[src/design/lps_pkg.sv]
// Shared types and constants for the line pixel stepper.
// Used by the front, back and top-level modules; depends on nothing.
package lps_pkg;

  // Color field width, fixed by the pixel format.
  localparam int unsigned COLOR_W = 24;

  // Operation codes carried on in_tuser.
  localparam logic OP_START = 1'b0;
  localparam logic OP_STEP  = 1'b1;

  // Classified command control bits passed from the front to the back.
  typedef struct packed {
    logic is_start;
    logic dir_x_neg;
    logic dir_y_neg;
  } lps_ctl_t;

  localparam int unsigned CTL_W = $bits(lps_ctl_t);

endpackage

[src/design/lps_front.sv]
// Front end of the line pixel stepper: accepts input transactions, classifies
// them and precomputes the line setup terms. Depends on lps_pkg.
module lps_front #(
  parameter int unsigned COORD_WIDTH = 12
) (
  input  logic                                in_valid,
  output logic                                in_ready,
  input  logic                                op,
  input  logic signed [COORD_WIDTH-1:0]       x_start,
  input  logic signed [COORD_WIDTH-1:0]       y_start,
  input  logic signed [COORD_WIDTH-1:0]       x_end,
  input  logic signed [COORD_WIDTH-1:0]       y_end,
  input  logic [lps_pkg::COLOR_W-1:0]         color_in,
  input  logic                                q_ready,
  output logic                                q_push,
  output lps_pkg::lps_ctl_t                   ctl,
  output logic [COORD_WIDTH-1:0]              span_x,
  output logic [COORD_WIDTH-1:0]              span_y,
  output logic signed [COORD_WIDTH+1:0]       err_init
);

  localparam int unsigned DW = COORD_WIDTH + 1;
  localparam int unsigned EW = COORD_WIDTH + 2;

  logic signed [DW-1:0] dx;
  logic signed [DW-1:0] dy;
  logic [DW-1:0]        abs_dx;
  logic [DW-1:0]        abs_dy;

  // Handshake passes straight through to the queue.
  assign in_ready = q_ready;
  assign q_push   = in_valid && q_ready;

  // Deltas, their magnitudes and the initial error term.
  always_comb begin
    dx       = DW'(x_end) - DW'(x_start);
    dy       = DW'(y_end) - DW'(y_start);
    abs_dx   = dx[DW-1] ? DW'(-dx) : DW'(dx);
    abs_dy   = dy[DW-1] ? DW'(-dy) : DW'(dy);
    span_x   = abs_dx[COORD_WIDTH-1:0];
    span_y   = abs_dy[COORD_WIDTH-1:0];
    err_init = $signed(EW'({1'b0, abs_dx})) - $signed(EW'({1'b0, abs_dy}));
  end

  // Classification and step directions.
  always_comb begin
    ctl.is_start  = (op == lps_pkg::OP_START);
    ctl.dir_x_neg = !(x_start < x_end);
    ctl.dir_y_neg = !(y_start < y_end);
  end

endmodule

[src/design/lps_queue.sv]
// Two-entry command queue between the front and back of the stepper.
// Generic payload width; depends on nothing.
module lps_queue #(
  parameter int unsigned DATA_W = 8
) (
  input  logic              clk,
  input  logic              rst_n,
  input  logic              push,
  output logic              push_ready,
  input  logic [DATA_W-1:0] push_data,
  output logic              pop_valid,
  input  logic              pop,
  output logic [DATA_W-1:0] pop_data
);

  localparam int unsigned DEPTH = 2;
  localparam int unsigned CNT_W = $clog2(DEPTH + 1);

  logic [DATA_W-1:0] mem_r [DEPTH];
  logic              wr_ptr_r, wr_ptr_nxt;
  logic              rd_ptr_r, rd_ptr_nxt;
  logic [CNT_W-1:0]  count_r, count_nxt;

  assign push_ready = (count_r != CNT_W'(DEPTH));
  assign pop_valid  = (count_r != '0);
  assign pop_data   = mem_r[rd_ptr_r];

  // Pointer and fill count update.
  always_comb begin
    wr_ptr_nxt = push ? ~wr_ptr_r : wr_ptr_r;
    rd_ptr_nxt = pop ? ~rd_ptr_r : rd_ptr_r;
    count_nxt  = count_r + CNT_W'(push) - CNT_W'(pop);
  end

  always_ff @(posedge clk) begin
    if (!rst_n) begin
      wr_ptr_r <= 1'b0;
      rd_ptr_r <= 1'b0;
      count_r  <= '0;
    end else begin
      wr_ptr_r <= wr_ptr_nxt;
      rd_ptr_r <= rd_ptr_nxt;
      count_r  <= count_nxt;
    end
  end

  // Storage write.
  always_ff @(posedge clk) begin
    if (push) begin
      mem_r[wr_ptr_r] <= push_data;
    end
  end

endmodule

[src/design/lps_back.sv]
// Back end of the line pixel stepper: holds the line state, runs one Bresenham
// step per step command while busy and drives the output register. Depends on lps_pkg.
module lps_back #(
  parameter int unsigned COORD_WIDTH = 12
) (
  input  logic                          clk,
  input  logic                          rst_n,
  input  logic                          cmd_valid,
  output logic                          cmd_pop,
  input  lps_pkg::lps_ctl_t             ctl,
  input  logic signed [COORD_WIDTH-1:0] x_start,
  input  logic signed [COORD_WIDTH-1:0] y_start,
  input  logic signed [COORD_WIDTH-1:0] x_end,
  input  logic signed [COORD_WIDTH-1:0] y_end,
  input  logic [lps_pkg::COLOR_W-1:0]   color_in,
  input  logic [COORD_WIDTH-1:0]        span_x,
  input  logic [COORD_WIDTH-1:0]        span_y,
  input  logic signed [COORD_WIDTH+1:0] err_init,
  output logic                          out_valid,
  input  logic                          out_ready,
  output logic signed [COORD_WIDTH-1:0] pixel_x,
  output logic signed [COORD_WIDTH-1:0] pixel_y,
  output logic [lps_pkg::COLOR_W-1:0]   pixel_color,
  output logic                          last
);

  localparam int unsigned CW = COORD_WIDTH;
  localparam int unsigned EW = COORD_WIDTH + 2;
  localparam int unsigned AW = EW + 1;

  // Line state.
  logic signed [CW-1:0]         cur_x_r, cur_x_nxt;
  logic signed [CW-1:0]         cur_y_r, cur_y_nxt;
  logic signed [CW-1:0]         tgt_x_r, tgt_x_nxt;
  logic signed [CW-1:0]         tgt_y_r, tgt_y_nxt;
  logic [CW-1:0]                span_x_r, span_x_nxt;
  logic [CW-1:0]                span_y_r, span_y_nxt;
  logic                         dir_x_neg_r, dir_x_neg_nxt;
  logic                         dir_y_neg_r, dir_y_neg_nxt;
  logic signed [EW-1:0]         err_r, err_nxt;
  logic [lps_pkg::COLOR_W-1:0]  color_r, color_nxt;
  logic                         busy_r, busy_nxt;

  // Output register.
  logic                         out_valid_r, out_valid_nxt;
  logic signed [CW-1:0]         out_x_r;
  logic signed [CW-1:0]         out_y_r;
  logic [lps_pkg::COLOR_W-1:0]  out_color_r;
  logic                         out_last_r;

  // Step datapath.
  logic signed [AW-1:0]         e2;
  logic signed [AW-1:0]         sx_ext;
  logic signed [AW-1:0]         sy_ext;
  logic signed [AW-1:0]         err_acc;
  logic                         step_x;
  logic                         step_y;
  logic                         emit;
  logic                         at_end;

  // A command is taken whenever the output register is free or draining.
  assign cmd_pop = cmd_valid && (!out_valid_r || out_ready);
  assign emit    = cmd_pop && (ctl.is_start || busy_r);

  // One Bresenham step from the current state.
  always_comb begin
    e2      = $signed({err_r, 1'b0});
    sx_ext  = $signed(AW'(span_x_r));
    sy_ext  = $signed(AW'(span_y_r));
    step_x  = (e2 > -sy_ext);
    step_y  = (e2 < sx_ext);
    err_acc = AW'(err_r);
    if (step_x) begin
      err_acc = err_acc - sy_ext;
    end
    if (step_y) begin
      err_acc = err_acc + sx_ext;
    end
  end

  // Next line state: load on start, advance on a step while busy.
  always_comb begin
    cur_x_nxt     = cur_x_r;
    cur_y_nxt     = cur_y_r;
    tgt_x_nxt     = tgt_x_r;
    tgt_y_nxt     = tgt_y_r;
    span_x_nxt    = span_x_r;
    span_y_nxt    = span_y_r;
    dir_x_neg_nxt = dir_x_neg_r;
    dir_y_neg_nxt = dir_y_neg_r;
    err_nxt       = err_r;
    color_nxt     = color_r;
    if (ctl.is_start) begin
      cur_x_nxt     = x_start;
      cur_y_nxt     = y_start;
      tgt_x_nxt     = x_end;
      tgt_y_nxt     = y_end;
      span_x_nxt    = span_x;
      span_y_nxt    = span_y;
      dir_x_neg_nxt = ctl.dir_x_neg;
      dir_y_neg_nxt = ctl.dir_y_neg;
      err_nxt       = err_init;
      color_nxt     = color_in;
    end else begin
      if (step_x) begin
        cur_x_nxt = dir_x_neg_r ? CW'(cur_x_r - 1'b1) : CW'(cur_x_r + 1'b1);
      end
      if (step_y) begin
        cur_y_nxt = dir_y_neg_r ? CW'(cur_y_r - 1'b1) : CW'(cur_y_r + 1'b1);
      end
      err_nxt = err_acc[EW-1:0];
    end
    at_end   = (cur_x_nxt == tgt_x_nxt) && (cur_y_nxt == tgt_y_nxt);
    busy_nxt = emit ? !at_end : busy_r;
  end

  // Output valid holds until the transaction completes.
  always_comb begin
    if (emit) begin
      out_valid_nxt = 1'b1;
    end else if (out_ready) begin
      out_valid_nxt = 1'b0;
    end else begin
      out_valid_nxt = out_valid_r;
    end
  end

  always_ff @(posedge clk) begin
    if (!rst_n) begin
      busy_r      <= 1'b0;
      out_valid_r <= 1'b0;
    end else begin
      busy_r      <= busy_nxt;
      out_valid_r <= out_valid_nxt;
    end
  end

  // Line state and result payload.
  always_ff @(posedge clk) begin
    if (emit) begin
      cur_x_r     <= cur_x_nxt;
      cur_y_r     <= cur_y_nxt;
      tgt_x_r     <= tgt_x_nxt;
      tgt_y_r     <= tgt_y_nxt;
      span_x_r    <= span_x_nxt;
      span_y_r    <= span_y_nxt;
      dir_x_neg_r <= dir_x_neg_nxt;
      dir_y_neg_r <= dir_y_neg_nxt;
      err_r       <= err_nxt;
      color_r     <= color_nxt;
      out_x_r     <= cur_x_nxt;
      out_y_r     <= cur_y_nxt;
      out_color_r <= color_nxt;
      out_last_r  <= at_end;
    end
  end

  assign out_valid   = out_valid_r;
  assign pixel_x     = out_x_r;
  assign pixel_y     = out_y_r;
  assign pixel_color = out_color_r;
  assign last        = out_last_r;

endmodule

[src/design/line_pixel_stepper.sv]
// Line pixel stepper: Bresenham line engine emitting one pixel per start and per step taken while busy.
// Each input transaction is registered in the command queue; the back end then registers its result.
// Throughput: one input transaction per cycle while out_tready keeps up, set by the step
// adder and compare in the back end and the two-entry command queue; back-pressure stalls it.
// Reset (rst_n low, synchronous): empties the queue, drops any pending result
// and leaves the engine idle, so steps give no result until the next start.
module line_pixel_stepper #(
  parameter int unsigned COORD_WIDTH = 12
) (
  input  logic                 clk,
  input  logic                 rst_n,
  input  logic                 in_tvalid,
  output logic                 in_tready,
  // in_tdata, low bit up: x_start, y_start, x_end, y_end, color_in, zero pad
  input  logic [((4*COORD_WIDTH+lps_pkg::COLOR_W+7)/8)*8-1:0] in_tdata,
  // in_tuser: operation
  input  logic                 in_tuser,
  output logic                 out_tvalid,
  input  logic                 out_tready,
  // out_tdata, low bit up: pixel_x, pixel_y, pixel_color, zero pad
  output logic [((2*COORD_WIDTH+lps_pkg::COLOR_W+7)/8)*8-1:0] out_tdata,
  // out_tlast: last
  output logic                 out_tlast
);

  localparam int unsigned CW     = COORD_WIDTH;
  localparam int unsigned EW     = COORD_WIDTH + 2;
  localparam int unsigned CLR_W  = lps_pkg::COLOR_W;
  localparam int unsigned OUT_DW = ((2*CW+CLR_W+7)/8)*8;
  localparam int unsigned Q_W    = lps_pkg::CTL_W + 6*CW + EW + CLR_W;

  // Input field unpacking.
  logic signed [CW-1:0] x_start;
  logic signed [CW-1:0] y_start;
  logic signed [CW-1:0] x_end;
  logic signed [CW-1:0] y_end;
  logic [CLR_W-1:0]     color_in;

  assign x_start  = in_tdata[CW-1:0];
  assign y_start  = in_tdata[2*CW-1:CW];
  assign x_end    = in_tdata[3*CW-1:2*CW];
  assign y_end    = in_tdata[4*CW-1:3*CW];
  assign color_in = in_tdata[4*CW+CLR_W-1:4*CW];

  // Front end outputs.
  logic                 q_ready;
  logic                 q_push;
  lps_pkg::lps_ctl_t    f_ctl;
  logic [CW-1:0]        f_span_x;
  logic [CW-1:0]        f_span_y;
  logic signed [EW-1:0] f_err;

  lps_front #(
    .COORD_WIDTH (CW)
  ) u_front (
    .in_valid (in_tvalid),
    .in_ready (in_tready),
    .op       (in_tuser),
    .x_start  (x_start),
    .y_start  (y_start),
    .x_end    (x_end),
    .y_end    (y_end),
    .color_in (color_in),
    .q_ready  (q_ready),
    .q_push   (q_push),
    .ctl      (f_ctl),
    .span_x   (f_span_x),
    .span_y   (f_span_y),
    .err_init (f_err)
  );

  // Command queue.
  logic [Q_W-1:0] q_in;
  logic [Q_W-1:0] q_out;
  logic           q_valid;
  logic           q_pop;

  assign q_in = {f_ctl, f_err, f_span_y, f_span_x, color_in, y_end, x_end, y_start, x_start};

  lps_queue #(
    .DATA_W (Q_W)
  ) u_queue (
    .clk        (clk),
    .rst_n      (rst_n),
    .push       (q_push),
    .push_ready (q_ready),
    .push_data  (q_in),
    .pop_valid  (q_valid),
    .pop        (q_pop),
    .pop_data   (q_out)
  );

  // Queue head unpacking.
  lps_pkg::lps_ctl_t    b_ctl;
  logic signed [EW-1:0] b_err;
  logic [CW-1:0]        b_span_x;
  logic [CW-1:0]        b_span_y;
  logic [CLR_W-1:0]     b_color;
  logic signed [CW-1:0] b_x0;
  logic signed [CW-1:0] b_y0;
  logic signed [CW-1:0] b_x1;
  logic signed [CW-1:0] b_y1;

  assign {b_ctl, b_err, b_span_y, b_span_x, b_color, b_y1, b_x1, b_y0, b_x0} = q_out;

  // Back end results.
  logic signed [CW-1:0] pixel_x;
  logic signed [CW-1:0] pixel_y;
  logic [CLR_W-1:0]     pixel_color;

  lps_back #(
    .COORD_WIDTH (CW)
  ) u_back (
    .clk         (clk),
    .rst_n       (rst_n),
    .cmd_valid   (q_valid),
    .cmd_pop     (q_pop),
    .ctl         (b_ctl),
    .x_start     (b_x0),
    .y_start     (b_y0),
    .x_end       (b_x1),
    .y_end       (b_y1),
    .color_in    (b_color),
    .span_x      (b_span_x),
    .span_y      (b_span_y),
    .err_init    (b_err),
    .out_valid   (out_tvalid),
    .out_ready   (out_tready),
    .pixel_x     (pixel_x),
    .pixel_y     (pixel_y),
    .pixel_color (pixel_color),
    .last        (out_tlast)
  );

  assign out_tdata = OUT_DW'({pixel_color, pixel_y, pixel_x});

endmodule

[config.mk]
export PLATFORM = sky130hd
export DESIGN_NAME = line_pixel_stepper
export DESIGN_NICKNAME = d
export VERILOG_FILES = /design/src/design/lps_pkg.sv /design/src/design/lps_front.sv /design/src/design/lps_queue.sv /design/src/design/lps_back.sv /design/src/design/line_pixel_stepper.sv
export SDC_FILE = /design/constraint.sdc
export NUM_CORES = 1
export LEC_CHECK = 0
export BUFFER_PORTS_ARGS = -buffer_cell sky130_fd_sc_hd__clkbuf_2
export CORE_MARGIN = 3
export CORE_UTILIZATION = 63
export DETAILED_ROUTE_END_ITERATION = 12
export GPL_TIMING_DRIVEN = 0
export PLACE_DENSITY = 0.87
export SYNTH_ARGS = -nofsm -noshare
export SYNTH_HDL_FRONTEND = slang
export SYNTH_SLANG_ARGS = --single-unit
[constraint.sdc]
create_clock -name clk -period 11.3 [get_ports clk]
set_input_delay 1.695 -clock clk [delete_from_list [all_inputs] [get_ports clk]]
set_output_delay 1.695 -clock clk [all_outputs]
set_load 0.03 [all_outputs]
# After elaboration in Yosys (flattened, before gate mapping)
# Memory sizes are Yosys's and may differ from the RTL's. A register that Yosys moved wholly into a read port is not among the register bits.
# Index checks and enable logic that the tools add are counted.
# word_totals
reg_bits	119
ram_bits	226
out_inout_bits	51
elab_cells	73
mem_count	1
# memory_table
memory	depth	width	rd	rd_ports_with_merged_regs	write_ports	line_no	source
u_queue.mem_r	2	113	1	1	1	lps_queue.sv:19	logic [DATA_W-1:0] mem_r [DEPTH];
# op_classes
add_sub_neg	14
order_cmp	4
eq_ne	3
mux	19
n_bitwise	3
n_reduce_logical	13
# op_table
operator	n
two-way mux 12 bit	8
two-way mux 14 bit	3
two-way mux 13 bit	2
negation 13 bit	2
subtractor 12 x 12 -> 13 bit	2
adder 12 x 1 -> 12 bit (second input constant)	2
equality test 12 bit	2
< comparator 12 bit	2
subtractor 12 x 1 -> 12 bit (second input constant)	2
greater-than comparator 15 bit	1
< comparator 15 x 13 -> 1 bit	1
negation 12 -> 15 bit	1
adder 14 x 13 -> 14 bit	1
subtractor 13 x 13 -> 14 bit	1
subtractor 14 x 13 -> 14 bit	1
two-way mux 1 bit	6
logical AND 1 bit	4
zero test 1 bit	4
nonzero test 2 bit	2
NOT 1 bit	3
adder 2 x 1 -> 2 bit	1
logical OR 1 bit	2
!= test 2 bit (second input constant)	1
AND reduction 2 bit	1
subtractor 2 x 1 -> 2 bit	1

# Logic depth before layout (Yosys ltp)
# Gate-level depths: netlist of run 1.
# depth
depth_word	7
ltp_mapped	29
ltp_nobuf	28

# Hierarchy
# From an unflattened synthesis of run 1, not the netlist that was laid out.
# unflattened
hier_cells	1637
area_unflattened_um2	19927.9
# modules_own_cells
module	n_inst	cells_each	area_each_um2
lps_back	1	894	8710.9
lps_queue	1	373	8672.1
lps_front	1	370	2544.9

# Worst setup path before layout of run 1
# Ideal clock, no wire load.
# synth_path
path_kind	input port to flip-flop
start	in in_tvalid
end	mem u_queue.mem_r[0][0] in the netlist's numbering, enable pin
setup_time_ps	588
arrival_ps	6502
t_required_ps	10712
slack_ps	4211
path_stages	2
n_path_buf	0
cell_sequence	nand2_1 > nor2_1
# synth_between
elab_chain_cells	3
# synth_lines
element	line_no	source
start, declared	line_pixel_stepper.sv:12	input logic in_tvalid,
logical AND 1 bit	lps_front.sv:32	assign q_push = in_valid && q_ready;
two-way mux 1 bit	lps_queue.sv:49	if (push) begin
two-way mux 1 bit (not written as such)	lps_queue.sv:50	mem_r[wr_ptr_r] <= push_data;
end, declared	lps_queue.sv:19	
# Every way passes these cells.

# Worst setup path after layout of run 1
# layout_path
start	reg u_back.span_y_r[4]
end	reg u_back.err_r[13], data pin
# layout_between
elab_chain_cells	6
# layout_lines
element	line_no	source
start, declared	lps_back.sv:37	logic [CW-1:0] span_y_r, span_y_nxt;
start signal, assigned	lps_back.sv:146	span_y_r <= span_y_nxt;
negation 12 -> 15 bit	lps_back.sv:70	step_x = (e2 > -sy_ext);
greater-than comparator 15 bit	lps_back.sv:70	
two-way mux 14 bit *	lps_back.sv:73	if (step_x) begin
adder 14 x 13 -> 14 bit	lps_back.sv:77	err_acc = err_acc + sx_ext;
two-way mux 14 bit *	lps_back.sv:76	if (step_y) begin
two-way mux 14 bit *	lps_back.sv:93	if (ctl.is_start) begin
net u_back.err_nxt[13]	lps_back.sv:40	logic signed [EW-1:0] err_r, err_nxt;
end signal, assigned	lps_back.sv:149	err_r <= err_nxt;
end, declared	lps_back.sv:40	
# Mark *: on every way through the listed nets, which the timed path passes. The rest lies on a longest branch.
# A chain may end at the register's enable or synchronous reset.

==> results of run 1 <==
metal layers:
| metal | GRT usage [%] | up-vias | wire, um |
|---|---|---|---|
| li1 | - | 6133 | - |
| met1 | 41.0 | 6389 | 18600 |
| met2 | 49.1 | 731 | 22500 |
| met3 | 4.28 | 98 | 4770 |
| met4 | 9.33 | 0 | 1320 |
| met5 | 0 | - | 0 |
critical path, cell delays in order (launching register included):
cell and delay (ns):
edfxtp_1 0.51, nor4_1 0.41, nand2_1 0.13, nor2_1 0.14
nand2_1 0.15, nor3_1 0.22, xnor2_1 0.10, ha_1 0.30
and4_1 0.18, and3_1 0.21, and4_1 0.33, a311oi_4 0.11
nor2_2 0.52, clkbuf_1 0.49, mux2i_1 0.39, inv_1 0.10
ha_1 0.28, a21o_1 0.20, a211oi_1 0.27, nor2_1 0.12
o211a_1 0.25, o21a_1 0.18, o21a_1 0.21, nor4_1 0.21
nor4_1 0.13, mux2i_1 0.20, xor2_1 0.16, a21oi_1 0.08
area by class of cell:
| cell class | instances | area, um2 | area share (%) |
|---|---|---|---|
| timing repair buffer | 133 | 763 | 3.63 |
| buffer | 44 | 191 | 0.910 |
| tap | 384 | 480 | 2.29 |
| clock inverter | 19 | 199 | 0.946 |
| sequential | 346 | 10300 | 49.1 |
| inverter | 111 | 417 | 1.98 |
| multi-input combinational | 1048 | 7750 | 36.9 |
| clock buffer | 43 | 906 | 4.31 |
power by group through the flow:
stage	registers, uW	logic (uW)	clock network [uW]
after floorplan	2210	2160	0
after global placement	2150	2940	0
after detailed placement	2120	3080	0
after CTS	2110	3120	1150
after global routing	2140	3470	1190
final	2120	3160	1130
cell families after synthesis:
family / synth area share [%]
AND/OR/NAND/NOR: 10.4
XOR/XNOR: 5.16
adder cells (fa/ha/maj): 8.46
AO/OA/AOI/OAI: 11.4
flip-flops: 55.3
buffers and inverters: 3.26
multiplexers: 6.05
stage by stage:
| stage | hold WS (ns) | std cells | power [uW] |
|---|---|---|---|
| 2_1_floorplan | 0.489 | 1549 | 4370 |
| 4_1_cts | 0.521 | 2128 | 6370 |
| 5_1_grt | 0.543 | 2128 | 6800 |
| 6_report | 0.517 | 2128 | 6410 |
| 3_3_place_gp | 0.500 | 2060 | 5080 |
| 3_5_place_dp | 0.510 | 2066 | 5200 |
how the worst max path moves through the flow:
stage / slack [ns] / from / end
2_1_floorplan: 4.21 / in_tvalid / u_queue.mem_r[0][0]
3_3_place_gp: 1.78 / in_tvalid / u_queue.mem_r[0][48]
3_5_place_dp: 4.24 / in_tdata[24] / u_queue.mem_r[1][109]
4_1_cts: 4.44 / u_back.span_y_r[4] / u_back.err_r[13]
5_1_grt: 3.78 / in_tdata[24] / u_queue.mem_r[0][109]
6_report: 4.43 / u_back.span_y_r[4] / u_back.err_r[13]
placed cells by master, fill, tap and decap left out, types with 9 or more instances in the layout:
| cell | count |
|---|---|
| mux2i_1 | 52 |
| clkbuf_2 | 127 |
| nor3_1 | 26 |
| and3_1 | 9 |
| a221oi_1 | 9 |
| buf_2 | 12 |
| ha_1 | 115 |
| mux2_2 | 54 |
| clkbuf_1 | 31 |
| o31ai_1 | 13 |
| o21a_1 | 13 |
| inv_1 | 110 |
| nand4_1 | 11 |
| xnor2_1 | 68 |
| and2_1 | 12 |
| o21ai_0 | 67 |
| a21o_1 | 18 |
| clkbuf_16 | 35 |
| or4_1 | 10 |
| a31oi_1 | 12 |
| or3_1 | 20 |
| nand2b_1 | 9 |
| a211oi_1 | 27 |
| nor4_1 | 10 |
| edfxtp_1 | 339 |
| a21boi_0 | 9 |
| nor2b_1 | 30 |
| a21oi_1 | 92 |
| nand3_1 | 24 |
| xor2_1 | 42 |
| nand2_1 | 94 |
| nor2_1 | 100 |
==> reports/results.tsv, run 1 <==
metric	value	unit
total setup buffers inserted after CTS	0	
r2r endpoint	u_back.err_r[13]	
Int Pwr	3790	uW
Final setup viols	0	
final worst-path cycle share	60.8	%
RR Startpoint	u_back.span_y_r[4]	
required time of the critical path	11.53	ns
all-layer global routing usage	29.7	%
setup tns final	0	ns
sequential power share	33.0	%
Max Root-Sink Buffers	3	
Routed WL per cell	22.2	um
antenna-violating nets left	0	
initial antenna violation count	1	
EDFF count, synth	339	
final WL	47100	um
Period minus WS final	6.87	ns
CTS Buf Count	35	
most frequent cells after synthesis	edfxtp_1, ha_1, inv_1, nor2_1, nand2_1	
post-synth cell types	77	
Syn Nets	1748	
Reg2Reg Setup Slack	4.43	ns
Synth area leaders	edfxtp_1, ha_1, mux2_2	
share of layout cells above drive strength 1	15.8	%
ys async rst share	0	%
port bufs	127	
Min-Delay Path Class	reg2reg	
clock skew	0.0251	ns
Clock Root Buffer	clkbuf_16	
clock-pin slew on the worst setup and hold paths	0.06	ns
CP max FO	10	
CTS tree	done	
number of antenna diodes	0	
area of the core	28900	um2
global-route wire length before repair	71400	um
Hold Path Depth	2	
via count	13400	
Achievable Freq	0.146	GHz
NetSw	2620	uW
area leader, netlist	edfxtp_1	
DP Worst Slack	4.24	ns
register bit total from synthesis	346	
Design Area, Final	21000	um2
Top FF cell, synth	edfxtp_1	
Mapped Cells	1549	
vias in the first global route	13100	
Worst Reg-to-Reg Cells	27	
clock latency on the worst-skew pair	0.53	ns
Pwr per Cell Area	305	nW/um2
final-report hold violation count	0	
Hold Path End	u_back.out_valid	
RSZ-0062 raised after global routing	false	
sw frac	40.9	%
outcome	completed	
die height	178	um
placed cell area	19900	um2
Largest Register	u_queue.mem_r	
Chip Width	178	um
Pleak	0.00814	uW
Slew @ Worst Pin	1.02	ns
CTS resizes	0	
initial core utilization	64.5	%
CP Capture Type	register	
post-DR vias/cell	6.27	
largest registers	u_queue.mem_r x226, u_back.color_r x24, u_back.err_r x14	
Avg Cell Area, Syn	12.0	um2
CP Class	reg2reg	
fillers	1885	
largest net degree at the start of global routing	69	
most frequent cell after synthesis	edfxtp_1	
Slew Limit Fails	0	
Gate power share	49.3	%
post-layout util	72.7	%
Final HPWL DP	34800	um
I/O pin cnt	128	
H-tree depth	2	
Core Rows	62	
register area share after synthesis	55.3	%
Max Cap Viol	0	
total global routing overflow	0	
startpoint types	register	
slew margin rel.	31.2	%
DRT iter0 DRCs	1251	
CTS Hold Bufs	0	
Yosys top cell area share	54.5	%
nets	1918	
worst endpoint data arrival time	7.11	ns
Clk network pwr share	17.7	%
flip-flop count of the largest register after layout	226	
Area growth syn-to-layout	12.7	%
DR DRC count	0	
die area	31700	um2
post-synthesis cell area	18700	um2
clk sink count	346	
Initial DRT Pass Iterations	5	
final worst slack	4.43	ns
HP Start	u_back.out_valid	
peak supply drop	0.000187	V
YS warnings	0	
Final GP Congestion	0.921	
Power figures use the tool's default switching activity.
==> inputs of run 2 (changes only) <==
CORE_UTILIZATION = 61   (was 63)
PLACE_DENSITY = 0.84   (was 0.87)
clock period = 6.85 ns   (was 11.3 ns; I/O delays follow)
==> run 2 against run 1 <==
  * Highest routed layer is now met5
  * Sequential cell count unchanged
  * Via count increased by 1.9%
  * Clock skew increased by 0.013 ns
  * Critical path type unchanged
  * Power increased by 70%
==> reports/results.tsv, run 2 (synthesized netlist as in run 1, its figures left out) <==
metric	value	unit	change
outcome	completed		unchanged
port bufs	127		unchanged
initial antenna violation count	1		unchanged
Reg2Reg Setup Slack	0.56	ns	was 4.43 ns
Pwr per Cell Area	511	nW/um2	was 305 nW/um2
die area	32700	um2	was 31700 um2
nets	1926		was 1918
die height	181	um	was 178 um
Min-Delay Path Class	reg2reg		unchanged
clock-pin slew on the worst setup and hold paths	0.06	ns	about the same
H-tree depth	2		unchanged
Area growth syn-to-layout	14.0	%	was 12.7%
final-report hold violation count	0		unchanged
CTS Hold Bufs	0		unchanged
r2r endpoint	u_back.err_r[12]		was u_back.err_r[13]
startpoint types	register		unchanged
CTS Buf Count	37		was 35
CP Class	reg2reg		unchanged
Worst path depth	29		was 27
CP peak stage delay	0.49	ns	was 0.52 ns
Worst Reg-to-Reg Cells	29		was 27
CP Buf/Inv Count	2		unchanged
CP max FO	10		unchanged
Initial DRT Pass Iterations	6		was 5
DRT iter0 DRCs	1532		was 1251
Setup crit start	u_back.span_y_r[4]		unchanged
post-DR vias/cell	6.34		was 6.27
setup tns final	0	ns	unchanged
clock skew	0.0377	ns	was 0.0251 ns
required time of the critical path	7.07	ns	was 11.53 ns
clk sink count	346		unchanged
via count	13600		was 13400
all-layer global routing usage	28.6	%	was 29.7%
RSZ-0062 raised after global routing	false		unchanged
largest net degree at the start of global routing	56		was 69
Pleak	0.00826	uW	was 0.00814 uW
Max Root-Sink Buffers	3		unchanged
slew margin rel.	29.5	%	was 31.2%
vias in the first global route	13400		was 13100
Period minus WS final	6.29	ns	was 6.87 ns
worst endpoint data arrival time	6.52	ns	was 7.11 ns
DR DRC count	0		unchanged
Clock Root Buffer	clkbuf_16		unchanged
Achievable Freq	0.159	GHz	was 0.146 GHz
Slowest-stage cell, CP	edfxtp_1		was nor2_2
Slew @ Worst Pin	1.06	ns	was 1.02 ns
leading cell types in the layout, fill and taps excluded	edfxtp_1, clkbuf_2, ha_1		unchanged
final worst slack	0.557	ns	was 4.43 ns
area of the core	29900	um2	was 28900 um2
global-route wire length before repair	73400	um	was 71400 um
peak supply drop	0.000282	V	was 0.000187 V
Final HPWL DP	35600	um	was 34800 um
DP Worst Slack	0.0840	ns	was 4.24 ns
most common cell after layout, fill and taps aside	edfxtp_1		unchanged
I/O pin cnt	128		unchanged
total global routing overflow	0		unchanged
clock latency on the worst-skew pair	0.53	ns	about the same
CP Capture Type	register		unchanged
final WL	47800	um	was 47100 um
CTS tree	done		unchanged
final worst-path cycle share	91.9	%	was 60.8%
Chip Width	181	um	was 178 um
CP delay by family, top	simple AND/OR/NAND/NOR gates		unchanged
Final GP Congestion	0.941		was 0.921
crit path to	u_back.err_r[12]		was u_back.err_r[13]
RR Startpoint	u_back.span_y_r[4]		unchanged
Routed WL per cell	22.3	um	was 22.2 um
number of antenna diodes	0		unchanged
share of layout cells above drive strength 1	16.7	%	was 15.8%
initial core utilization	62.5	%	was 64.5%
antenna-violating nets left	0		unchanged
Max Cap Viol	0		unchanged
flip-flop count of the largest register after layout	226		unchanged
Core Rows	63		was 62
Slew Limit Fails	0		unchanged
Largest Register	u_queue.mem_r		unchanged
largest registers	u_queue.mem_r x226, u_back.color_r x24, u_back.err_r x14		unchanged
Final setup viols	0		unchanged
==> run 2: changes by cell type in the layout (fill, tap and decap cells not counted), sizes merged <==
| cell | previous run | this run |
|---|---|---|
| buf | 27 | 33 |
| bufinv | 4 | 6 |
| clkbuf | 193 | 192 |
| clkinvlp | 1 | 4 |
| inv | 112 | 114 |
==> run 2: worst min-delay path by stage <==
stage                     slack, ns                 end                 start  cells after the start
after floorplan                0.49       u_back.busy_r         u_back.busy_r                      2
after global placement         0.50    u_back.out_valid      u_back.out_valid                      2
after detailed placement       0.51    u_back.out_valid      u_back.out_valid                      2
after CTS                      0.52    u_back.out_valid      u_back.out_valid                      2
after global routing           0.55  u_back.color_r[20]  u_queue.mem_r[1][68]                      1
final                          0.52    u_back.out_valid      u_back.out_valid                      2
==> run 2: where the power goes <==
part | internal (uW) | switching (uW) | leakage, uW
Combinational | 2040 | 3250 | 0.00443
Clock | 1270 | 824 | 0.000619
Sequential | 3140 | 346 | 0.00321
==> run 2: final cells by class <==
| type | count | area [um2] |
|---|---|---|
| inverters | 111 | 417 |
| plain buffers | 44 | 194 |
| clock inverters | 26 | 295 |
| multi-input cells | 1048 | 7760 |
| clock buffers | 42 | 987 |
| repair buffers | 139 | 821 |
| well taps | 390 | 488 |
| fillers | 1948 | 8590 |
| flip-flops and latches | 346 | 10300 |
==> run 2: metrics by stage <==
step                      instance area (um2)  hold WS (ns)  utilization (%)  std cells  power (uW)
after floorplan                         18700         0.489                -       1549        7210
after global placement                  19800         0.498             66.2       2066        8390
after detailed placement                19900         0.508             66.8       2073        8620
after CTS                               21200         0.521             71.1       2141       10800
after global routing                    21300         0.551             71.2       2146       11500
final                                   21300         0.522             71.2       2146       10900
==> run 2: routing by layer <==
layer | vias to the layer above | share of wire (%) | track usage, %
met1 | 6553 | 40 | 39.0
met3 | 115 | 10 | 5.17
met4 | 2 | 4.1 | 11.4
li1 | 6151 | - | -
met2 | 779 | 46 | 46.1
met5 | - | 0.023 | 0
==> run 2: repair_timing <==
| item | 4_1_cts | 5_1_grt |
|---|---|---|
| setup endpoints to repair | 0 | 5 |
| buffers inserted | 0 | 5 |
| resized for setup | 0 | 6 |
==> run 2: worst register-to-register path, delay by kind of cell, from the launching register on <==
| kind | cells | cell delay, ns |
|---|---|---|
| buffers and inverters | 2 | 0.35 |
| xor gates and xnor gates | 2 | 0.31 |
| AOI/OAI and AO/OA | 10 | 1.96 |
| adders and majority gates | 3 | 0.86 |
| DFF | 1 | 0.49 |
| and+or+nand+nor | 12 | 2.06 |
